<file path="src/rtl/chs_mod_unit.sv">
module chs_mod_unit #(
  parameter int DIVIDEND_W = 24,
  parameter int DIVISOR_W  = 11,
  parameter int REM_W      = 10
) (
  input  logic                  clk_i,
  input  logic                  rst_ni,
  input  logic                  start_i,
  input  logic [DIVIDEND_W-1:0] dividend_i,
  input  logic [DIVISOR_W-1:0]  divisor_i,
  output logic                  done_o,
  output logic [REM_W-1:0]      rem_o
);

  localparam int CNT_W = $clog2(DIVIDEND_W);

  logic                  busy_q;
  logic                  done_q;
  logic [CNT_W-1:0]      cnt_q;
  logic [DIVISOR_W-1:0]  rem_q, rem_d;
  logic [DIVIDEND_W-1:0] dv_q;
  logic [DIVISOR_W-1:0]  div_q;
  logic [DIVISOR_W:0]    trial;

  // One restoring step: bring in the next dividend bit, subtract if it fits.
  always_comb begin
    trial = {rem_q, dv_q[DIVIDEND_W-1]};
    if (trial >= {1'b0, div_q}) begin
      trial = trial - {1'b0, div_q};
    end
    rem_d = trial[DIVISOR_W-1:0];
  end

  always_ff @(posedge clk_i or negedge rst_ni) begin
    if (!rst_ni) begin
      busy_q <= 1'b0;
      done_q <= 1'b0;
      cnt_q  <= '0;
    end else begin
      done_q <= 1'b0;
      if (start_i) begin
        busy_q <= 1'b1;
        cnt_q  <= '0;
      end else if (busy_q) begin
        cnt_q <= cnt_q + CNT_W'(1);
        if (cnt_q == CNT_W'(DIVIDEND_W - 1)) begin
          busy_q <= 1'b0;
          done_q <= 1'b1;
        end
      end
    end
  end

  always_ff @(posedge clk_i) begin
    if (start_i) begin
      rem_q <= '0;
      dv_q  <= dividend_i;
      div_q <= divisor_i;
    end else if (busy_q) begin
      rem_q <= rem_d;
      dv_q  <= dv_q << 1;
    end
  end

  assign done_o = done_q;
  assign rem_o  = rem_q[REM_W-1:0];

endmodule

</file>
<file path="config.mk">
export PLATFORM = sky130hd
export DESIGN_NAME = chs_mod_unit
export DESIGN_NICKNAME = d
export VERILOG_FILES = /design/src/rtl/chs_mod_unit.sv
export SDC_FILE = /design/constraint.sdc
export NUM_CORES = 1
export LEC_CHECK = 0
export BUFFER_PORTS_ARGS = -buffer_cell sky130_fd_sc_hd__buf_2
export CAP_MARGIN = 40
export CORE_UTILIZATION = 50
export DETAILED_ROUTE_END_ITERATION = 6
export GPL_TIMING_DRIVEN = 0
export PLACE_DENSITY = 0.84
export REMOVE_ABC_BUFFERS = 1
export SYNTH_ARGS = -nofsm -noshare
export SYNTH_HDL_FRONTEND = slang
export SYNTH_SLANG_ARGS = --single-unit
</file>
<file path="constraint.sdc">
create_clock -name clk_i -period 2.2 [get_ports clk_i]
set_input_delay 0.22 -clock clk_i [delete_from_list [all_inputs] [get_ports clk_i]]
set_output_delay 0.22 -clock clk_i [all_outputs]
set_load 0.02 [all_outputs]
</file>
==> qor.yml <==
pwr:
  p_int_w: 0.00215
  switching_share_pct: 35.3
  p_leak_nw: 1.45
  power_frac_seq_pct: 39.6
  p_clk_share_pct: 15.8
  power_density_nw_per_um2: 997
  switchingPower_w: 0.00117
  pwr-share-comb_pct: 44.6
  ir_worst_vdd_mv: 0.561
worst_setup_path:
  path_delay_family: "compound AO/OA/AOI/OAI gates"
  r2r_start: "div_q[0]"
  critPathLaunchType: "flop"
  max_stage_delay_ns: 0.40
  cp_max_fo: 3
  r2r-end: "rem_q[6]"
  rr_worst_depth: 8
  cp_num_buf_inv: 0
  worstPathArrival_ns: 2.51
  crit_path_cell_trace: "ha_2 -> fa_2 -> nand2b_4 -> a21oi_4 -> o2111a_2 -> nor2_4 -> or3b_4 -> a311oi_2"
  cp-end-kind: "flop"
  slowest_stage: "or3b_4"
  crit_type: "reg2reg"
  crit_required_ns: 2.42
  rrSetupSlack_ns: -0.09
cts:
  clk_latency_ns: 0.30
  htreeDepth: 2
  tritoncts: "built"
  clk_pin_slew_worst_paths_ns: 0.09
  root_buffer: "clkbuf_8"
  cts_num_sinks: 53
  cts_buffers: 5
  cts.path.max_buffers: 2
placement:
  dp_hpwl_um: 3560
  postPlaceCellArea_um2: 3060
  pre_cts_ws_ns: -0.374
  gp_congestion: 0.851
  numPortBuffers: 48
  dp.cells: 346
outcome:
  violations: "negative setup slack"
  outcome: "complete, but fails checks"
finish:
  drive_gt1_share_pct: 38.6
  finish.instance_area_um2: 3330
  fillers: 451
  multi_input_area_um2: 1290
  fin_cells: 365
  syn2layout_area_growth_pct: 18.4
  regArea_um2: 1450
  diodes: 0
  fin_nets: 345
  final_common_cell: "buf_2"
  final_cell_mix: "48 x buf_2, 35 x edfxtp_1, 26 x nor2_1, 24 x mux2_2, 14 x inv_1"
grt:
  grt_util_met1_pct: 21.8
  grt_max_degree: 26
  grt_pass1_vias: 1819
  grt_pass1_wl_um: 8160
  overflow: 0
  met3_usage_pct: 4.05
  track_usage_pct: 17.6
  antenna_found_initial: 0
  top_usage_layer: "met2"
  use_met2_pct: 29.7
detailed_routing:
  drc: 0
  first_pass_iters: 4
  wl_per_cell_um: 14.5
  vias: 1984
  drt_iter0_drc: 88
  wl_um: 5290
  antenna_left: 0
  avgViaCountPerCell: 5.44
timing:
  fmax_mhz: 436
  tightest_slew_ns: 0.695
  setup_viol: 8
  slew_headroom_pct: 53.7
  post-route-period-util_pct: 104
  worst_slack_ns: -0.0917
  hold_viol_final: 0
  rsz0062_at_grt: "yes"
  fin_crit_ns: 2.29
  final_max_slew_viol_count: 0
  whs_ns: 0.0880
  fin_skew_ns: 0.00355
synthesis:
  ys_types: 51
  synth-main-ff-cell: "edfxtp_1"
  synth_cells: 245
  async_flop_share_pct: 13.2
  yosysSeqAreaShare_pct: 51.4
  synth_area_leaders: "edfxtp_1 37%, mux2_2 9.6%, dfxtp_1 7.8%, dfrtp_1 6.2%, ha_1 5.3%"
  synth_area_um2: 2810
  yosysWarnings: 0
  synth_edf_count: 35
  ys_ff_latch: 53
  syn_area_per_cell_um2: 11.5
  yosys.area.top_type_share_pct: 37.3
  yosysTopAreaCell: "edfxtp_1"
floorplan:
  fp.dieW_um: 77.0
  die_y_um: 77.0
  io_pins: 49
  core_area_um2: 5270
  dieArea_um2: 5930
  row_count: 26
  start_util_pct: 53.4
worst_hold_path:
  whs_path_depth: 1
  min_from: "divisor_i[0]"
  holdPathEnd: "div_q[0]"
  hp-class: "in2reg"
job:
  drv_cap: 0
what timing repair did:
item | 4_1_cts | 5_1_grt
setup buffers | 4 | 5
endpoints found under the hold margin | 7 | 0
cloned | 1 | 0
hold buffers | 1 | 0
resized for setup | 13 | 17
setup endpoints to repair | 11 | 26
pin swaps | 5 | 13
synthesized netlist by cell type (3+ instances only):
| library cell | instances |
|---|---|
| edfxtp_1 | 35 |
| nor2_1 | 28 |
| mux2_2 | 24 |
| inv_1 | 16 |
| ha_1 | 12 |
| nand2_1 | 12 |
| dfxtp_1 | 11 |
| buf_4 | 10 |
| o21ai_0 | 9 |
| a21oi_1 | 8 |
| dfrtp_1 | 7 |
| mux2i_1 | 7 |
| clkbuf_1 | 6 |
| xor2_1 | 4 |
| a21o_1 | 3 |
| nor3_1 | 3 |
| o31ai_1 | 3 |
| xnor2_1 | 3 |
metrics by stage:
stage               utilization, %  power (W)  TNS [ns]
finish                        63.2    0.00332    -0.373
global route                  63.2    0.00350     -1.19
CTS                           61.5    0.00309    -0.276
detailed placement            58.1    0.00246     -2.03
global placement              57.3    0.00243     -7.45
floorplan                        -    0.00218    -0.484
layout make-up:
type | count | area share (%)
Clock buffer | 5 | 2.07
Clock inverter | 3 | 0.376
Multi-Input combinational cell | 158 | 38.7
Timing Repair Buffer | 60 | 10.9
Tap cell | 70 | 2.63
Sequential cell | 53 | 43.5
Inverter | 16 | 1.80
routing by layer:
metal	share of wire (%)	routed length [um]
met5	0	0
met1	44	2300
met4	1.2	62
met2	50	2660
met3	5.0	262
power by group through the flow:
| stage | Sequential [W] | Combinational, W | Clock (W) |
|---|---|---|---|
| floorplan | 0.00138 | 0.000794 | 0 |
| global placement | 0.00132 | 0.00110 | 0 |
| detailed placement | 0.00133 | 0.00113 | 0 |
| CTS | 0.00131 | 0.00123 | 0.000542 |
| global route | 0.00134 | 0.00159 | 0.000567 |
| finish | 0.00132 | 0.00148 | 0.000524 |
worst max path at each step:
stage,from,to,cells after the start
2_1_floorplan,rem_q[0],rem_q[6],8
3_3_place_gp,dv_q[23],rem_q[6],9
3_5_place_dp,div_q[0],rem_q[6],8
4_1_cts,div_q[0],rem_q[6],8
5_1_grt,div_q[0],rem_q[6],8
6_report,div_q[0],rem_q[6],8
state kept, by name, indices dropped and copies added, names as in the netlist:
| register | cells |
|---|---|
| dv_q | 24 |
| cnt_q | 5 |
| busy_q | 1 |
| div_q | 11 |
| done_o | 1 |
| rem_q | 11 |
cell families after synthesis:
family	count (synthesis)	synth area share, %
XOR/XNOR	7	2.18
adder cells (fa/ha/maj)	13	6.05
flip-flops	53	51.4
buffers and inverters	35	6.54
multiplexers	31	12.1
AND/OR/NAND/NOR	64	11.4
AO/OA/AOI/OAI	42	10.3
Power figures use the tool's default switching activity.
