[src/rtl/chs_ram.sv]
module chs_ram #(
  parameter int WIDTH = 8,
  parameter int DEPTH = 16
) (
  input  logic                     clk_i,
  input  logic                     we_i,
  input  logic [$clog2(DEPTH)-1:0] waddr_i,
  input  logic [WIDTH-1:0]         wdata_i,
  input  logic [$clog2(DEPTH)-1:0] raddr_i,
  output logic [WIDTH-1:0]         rdata_o
);

  logic [WIDTH-1:0] mem_q [DEPTH];
  logic [WIDTH-1:0] rdata_q;

  always_ff @(posedge clk_i) begin
    if (we_i) begin
      mem_q[waddr_i] <= wdata_i;
    end
    rdata_q <= mem_q[raddr_i];
  end

  assign rdata_o = rdata_q;

endmodule

[config.mk]
export PLATFORM = sky130hd
export DESIGN_NAME = chs_ram
export DESIGN_NICKNAME = d
export VERILOG_FILES = /design/src/rtl/chs_ram.sv
export SDC_FILE = /design/constraint.sdc
export NUM_CORES = 1
export LEC_CHECK = 0
export BUFFER_PORTS_ARGS = -buffer_cell sky130_fd_sc_hd__buf_2
export CELL_PAD_IN_SITES_DETAIL_PLACEMENT = 0
export CELL_PAD_IN_SITES_GLOBAL_PLACEMENT = 1
export CORE_MARGIN = 2
export CORE_UTILIZATION = 53
export DETAILED_ROUTE_END_ITERATION = 16
export PLACE_DENSITY = 0.89
export SLEW_MARGIN = 30
export SYNTH_ARGS = -nofsm -noshare
export SYNTH_HDL_FRONTEND = slang
export SYNTH_SLANG_ARGS = --single-unit
[constraint.sdc]
create_clock -name clk_i -period 2.35 [get_ports clk_i]
set_input_delay 0.47 -clock clk_i [delete_from_list [all_inputs] [get_ports clk_i]]
set_output_delay 0.47 -clock clk_i [all_outputs]
set_load 0.01 [all_outputs]
==> flow_summary.yaml, run 1 <==
floorplan:
  initial_core_util_pct: 55.2
  coreArea_mm2: 0.00933
  die_h_um: 103
  num_io_pins: 26
  placementRows: 35
  die-area_mm2: 0.0105
  fp.dieW_um: 103
critical_path:
  arrival_ps: 1020
  cp.required_ps: 1880
  r2r-end: "rdata_o[0]"
  r2r_cells: 3
  crit_buf_inv: 1
  worstSetupEndpointType: "primary output"
  crit_fanout: 1
  r2r_slack_ps: 970
  max_stage_delay_ps: 360
  path_cells: "buf_2"
  cp_slowest_cell: "dfxtp_1"
  r2r-start: "mem_q[1][0]"
  startpoint_type: "flip-flop"
  path_class: "reg2out"
  cp_top_family: "flip-flops"
grt:
  grt_use_total_pct: 22.2
  use_met2_pct: 35.4
  grt_max_degree: 33
  grt_util_met1_pct: 29.6
  grt_pass1_vias: 2583
  grt_use_met3_pct: 5.97
  antenna_found_initial: 0
  top_usage_layer: "met2"
  grt_pass1_wl_um: 15700
  grt-ovfl-total: 0
route:
  via_count: 2505
  dr.pass1.iters: 5
  drtIter0Drc: 231
  drtAntennaViolNets: 0
  drc: 0
  wl_per_cell_um: 24.2
  wl_um: 10300
  via_per_inst: 5.91
clock_network:
  clock_latency_ps: 520
  cts_buffer_depth: 2
  cts_buffers: 17
  cts_hold_buf: 0
  post_cts_resized: 0
  cts_setup_buffers: 0
  cts_tree: "built"
  cts-root-buf: "clkbuf_8"
  h-tree-depth: 4
  clk_pin_slew_ps: 60
  clkSinkCount: 136
power_and_ir_drop:
  pwr_density_cell_mw_per_mm2: 944
  p_leak_nw: 2.10
  ir_drop_v: 0.000471
  internal_power_mw: 4.68
  p_clk_share_pct: 48.4
  switching_share_pct: 19.3
  power_frac_comb_pct: 4.4
  seqPwrFrac_pct: 47.1
  power.switching_mw: 1.12
layout:
  fin_nets: 300
  drive_gt1_share_pct: 31.5
  final_cell_mix: "edfxtp_1, buf_2, mux4_2, buf_4"
  multi_input_area_mm2: 0.00106
  layout_commonest_cell: "edfxtp_1"
  insertedDiodeCount: 0
  n_fill_cell: 582
  syn2layout_area_growth_pct: 19.3
  seq_area_mm2: 0.00400
  final_util_pct: 65.8
yosys:
  ys_types: 19
  post_synth.cell_area_avg_um2: 22.5
  syn-cell-area_mm2: 0.00515
  synth_cells: 229
  synth_warnings: 0
  synth.net_count: 247
  yosysSeqAreaShare_pct: 77.8
  synth_seq_cells: 136
placement:
  portBuffers: 25
  place_hpwl_um: 6110
  gp_congestion: 0.750
min_path:
  min_from: "wdata_i[6]"
  hp-class: "in2reg"
  hold_end: "mem_q[1][6]"
  hold_path_depth: 1
sta:
  worst_pin_slew_ps: 766
  fin_crit_sh_pct: 63.6
  setup_viol: 0
  fmax_ghz: 0.669
  finalHoldViolations: 0
  fin_skew_ps: 8.68
  min_period_ps: 1490
  maxSlewHeadroom_pct: 48.7
  slew_violations: 0
  rsz0062_at_grt: "no"
  final.setup.tns_ps: 0
run:
  max-cap-violations: 0
run_status:
  status: "finished clean"
[cell families (layout without fill, tap and decap cells)]
| family | Yosys count | count (layout) | synth area share [%] |
|---|---|---|---|
| buf+inv | 10 | 76 | 1.68 |
| flops | 136 | 136 | 77.8 |
| mux | 32 | 32 | 15.0 |
| simple gates | 35 | 35 | 3.18 |
| compound gates | 16 | 16 | 2.33 |
[cell usage after synthesis, drive strengths merged]
library cell	n	area share, %
clkdlybuf4s25	3	0.58
mux4	32	15
nand2b	2	0.24
buf	7	1.1
nor2b	1	0.12
nor2	13	0.95
nand3b	2	0.29
nand2	9	0.66
a22oi	16	2.3
dfxtp	8	3.1
nand3	1	0.097
and2b	1	0.15
nor3	4	0.39
edfxtp	128	75
and2	1	0.12
or3b	1	0.17
[final cells by class]
type | count | area share [%]
repair buffers | 44 | 4.56
well taps | 129 | 2.63
clock inverters | 12 | 3.28
multi-input cells | 83 | 17.2
flip-flops and latches | 136 | 65.2
clock buffers | 20 | 7.09
[worst reg2reg max path: stages, from the launching register on]
cell and delay (ps):
edfxtp_1 370, mux4_1 510, a22oi_1 260, nand2_1 120
[power groups by stage]
stage | Clock, mW | Combinational [mW] | Sequential [mW]
global route | 2.93 | 0.277 | 2.73
global placement | 0 | 0.244 | 2.78
floorplan | 0 | 0.138 | 2.78
detailed placement | 0 | 0.253 | 2.78
finish | 2.81 | 0.256 | 2.73
CTS | 2.83 | 0.259 | 2.73
[state kept, by name, summed over array words and instances (netlist names)]
signal,count
rdata_o,8
mem_q,128
[metal layers]
layer  routed length (um)  share of wire (%)
met1                 4120                 40
met2                 5290                 51
met3                  691                6.7
met4                  177                1.7
met5                    0                  0
[worst max path at each step]
stage / startpoint / end / slack (ps) / depth (start not counted)
3_5_place_dp: raddr_i[0] / rdata_o[4] / 380 / 5
5_1_grt: rdata_o[2] / rdata_o[2] / 830 / 1
3_3_place_gp: raddr_i[0] / rdata_o[4] / 330 / 5
2_1_floorplan: waddr_i[2] / mem_q[0][0] / 390 / 2
4_1_cts: rdata_o[4] / rdata_o[4] / 850 / 1
6_report: rdata_o[4] / rdata_o[4] / 860 / 1
[through the flow]
step           total power, mW  cell area [um2]  instances  hold WS [ps]  worst slack (ps)
2_1_floorplan             2.92             5150        229           569               387
3_3_place_gp              3.02             5500        392           650               332
5_1_grt                   5.94             6140        424           329               825
3_5_place_dp              3.03             5500        392           660               376
4_1_cts                   5.82             6140        424           321               849
6_report                  5.79             6140        424           334               856
Power figures use the tool's default switching activity.
==> run 2, diff against run 1 <==
--- a/config.mk
+++ b/config.mk
@@ -5,13 +5,14 @@
 export SDC_FILE = /design/constraint.sdc
 export NUM_CORES = 1
 export LEC_CHECK = 0
+export ABC_AREA = 1
 export BUFFER_PORTS_ARGS = -buffer_cell sky130_fd_sc_hd__buf_2
 export CELL_PAD_IN_SITES_DETAIL_PLACEMENT = 0
 export CELL_PAD_IN_SITES_GLOBAL_PLACEMENT = 1
 export CORE_MARGIN = 2
-export CORE_UTILIZATION = 53
+export CORE_UTILIZATION = 49
 export DETAILED_ROUTE_END_ITERATION = 16
-export PLACE_DENSITY = 0.89
+export PLACE_DENSITY = 0.9
 export SLEW_MARGIN = 30
 export SYNTH_ARGS = -nofsm -noshare
 export SYNTH_HDL_FRONTEND = slang
==> constraint.sdc (replaced) <==
create_clock -name clk_i -period 1.4 [get_ports clk_i]
set_input_delay 0.28 -clock clk_i [delete_from_list [all_inputs] [get_ports clk_i]]
set_output_delay 0.28 -clock clk_i [all_outputs]
set_load 0.01 [all_outputs]
==> run 2 against run 1 <==
Clock skew hardly changed. Critical path depth did not move. First-iteration DRC count up 19%. Combinational power increased by 130%. Global-route usage decreased by 1.5 points. Synthesized area rose by 12%. Via count up 52%. Clock power is 59% higher. Sequential share of layout area fell by 6.4 points. Core utilization is 6.4 points lower. Highest routed layer unchanged.
==> flow_summary.yaml, run 2 <==
critical_path:
  cp.required_ps: 1120
  max_stage_delay_ps: 370
  worstSetupEndpointType: "primary output"
  crit_fanout: 1
  startpoint_type: "flip-flop"
  cp_slowest_cell: "dfxtp_1"
  cp_top_family: "flip-flops"
  path_cells: "buf_2"
  path_class: "reg2out"
  arrival_ps: 930
  crit_buf_inv: 1
  crit_start: "rdata_o[6]"
  r2r-start: "mem_q[0][7]"
layout:
  insertedDiodeCount: 0
  fin_nets: 619
  final_cell_mix: "nand2_1, edfxtp_1, inv_1, nand3_1, buf_2"
  largest_reg_flops: 128
  largest_register: "mem_q"
  syn2layout_area_growth_pct: 18.1
  drive_gt1_share_pct: 14.3
  layout_commonest_cell: "nand2_1"
yosys:
  yosys.area.top_type: "edfxtp_1"
  synth_most_common_cell: "nand2_1"
  yosys.area_share.simple_pct: 21.0
  synthTopCellsByCount: "nand2_1, edfxtp_1, inv_1"
  synth_compound_area_share_pct: 0
  synth_warnings: 0
  synthArstFlopShare_pct: 0
  synthAdderAreaFrac_pct: 0
  synth_cells: 551
  post_synth.cell_area_avg_um2: 10.5
  yosysSeqAreaShare_pct: 69.4
  synth.net_count: 569
  synth_edf_count: 128
  synthFlopType: "edfxtp_1"
  syn-cell-area_mm2: 0.00577
  ys_types: 12
  muxShareOfSynthArea_pct: 0
  synth_xor_area_share_pct: 0
  ys_top_cells_by_area: "edfxtp_1, nand2_1, nand3_1"
  synth_seq_cells: 136
  yosysTopAreaCellShare_pct: 66.7
  synth_top_family_by_area: "simple AND/OR/NAND/NOR gates"
sta:
  hold_ws_ps: 221
  finalHoldViolations: 0
  fin_skew_ps: 8.83
  final.setup.tns_ps: 0
  min_period_ps: 1210
  fmax_ghz: 0.823
  fin_crit_sh_pct: 86.8
  worst_pin_slew_ps: 384
  maxSlewHeadroom_pct: 74.4
  rsz0062_at_grt: "no"
  setup_viol: 0
  slew_violations: 0
grt:
  grt_pass1_wl_um: 19400
  antenna_found_initial: 0
  grt_max_degree: 33
  grt_pass1_vias: 3630
  grt_use_total_pct: 20.7
  grt-ovfl-total: 0
floorplan:
  num_io_pins: 26
  initial_core_util_pct: 50.3
  coreArea_mm2: 0.0115
  placementRows: 39
  die-area_mm2: 0.0127
  die_h_um: 112
  fp.dieW_um: 112
clock_network:
  cts_hold_buf: 0
  h-tree-depth: 4
  clock_latency_ps: 410
  cts-root-buf: "clkbuf_16"
  cts_setup_buffers: 0
  cts_buffer_depth: 2
  cts_buffers: 17
  cts_tree: "built"
  post_cts_resized: 0
  clk_pin_slew_ps: 60
  clkSinkCount: 136
route:
  dr.pass1.iters: 5
  drtIter0Drc: 275
  drc: 0
  wl_per_cell_um: 16.3
  via_count: 3807
  wl_um: 12400
  via_per_inst: 5.03
  drtAntennaViolNets: 0
power_and_ir_drop:
  seqPwrFrac_pct: 47.5
  power_frac_comb_pct: 6.1
  ir_drop_v: 0.000706
  pwr_density_cell_mw_per_mm2: 1420
  p_clk_share_pct: 46.4
  p_leak_nw: 2.99
  switching_share_pct: 20.9
  power.switching_mw: 2.02
  internal_power_mw: 7.63
run:
  max-cap-violations: 0
min_path:
  hp-class: "in2reg"
  min_from: "raddr_i[3]"
placement:
  place_hpwl_um: 7890
  portBuffers: 25
  gp_congestion: 0.820
run_status:
  status: "finished clean"
run 2: cell count changes after synthesis, moves of 14 or more:
cell     delta
mux4_1     -14
nand2_1   +164
inv_1     +100
a22oi_1    -16
mux4_2     -18
nand3_1    +96
run 2: power groups by stage:
| stage | Sequential, mW | Clock, mW | Combinational (mW) |
|---|---|---|---|
| after floorplan | 4.67 | 0 | 0.321 |
| after global routing | 4.59 | 4.73 | 0.651 |
| after CTS | 4.58 | 4.54 | 0.592 |
| after detailed placement | 4.67 | 0 | 0.588 |
| final | 4.58 | 4.48 | 0.589 |
| after global placement | 4.66 | 0 | 0.579 |
run 2: per-layer routing:
| layer | up-vias | part of all wire, % | global-route usage, % |
|---|---|---|---|
| met3 | 20 | 4.7 | 3.24 |
| met5 | - | 0 | 0 |
| met2 | 111 | 49 | 33.5 |
| met4 | 0 | 2.2 | 10.2 |
| met1 | 1800 | 44 | 27.5 |
| li1 | 1876 | - | - |
run 2: per-stage QoR:
stage	setup WS [ps]	util [%]	instances	area (um2)	total power [mW]
detailed placement	29.9	54.1	725	6200	5.25
CTS	187	59.4	757	6810	9.71
global route	173	59.4	757	6810	9.97
finish	185	59.4	757	6810	9.65
floorplan	169	-	551	5770	4.99
global placement	51.1	54.1	725	6200	5.24
run 2: layout make-up:
class                   count  area, um2
fillers                   904       4660
flip-flops and latches    136       4000
multi-input cells         289       1210
clock buffers              20        457
repair buffers             55        425
inverters                 102        383
well taps                 143        179
clock inverters            12        150
run 2: path summary, 6_finish.rpt:
check                to  slack (ps)  cells past startpoint
max reg2reg  rdata_o[7]         410                      6
min reg2reg  rdata_o[4]         670                      6
min          rdata_o[7]         220                      3
max          rdata_o[6]         190                      1
run 2: kinds of logic after synthesis:
kind of cell  Yosys count
buf+inv               126
flops                 136
simple gates          289
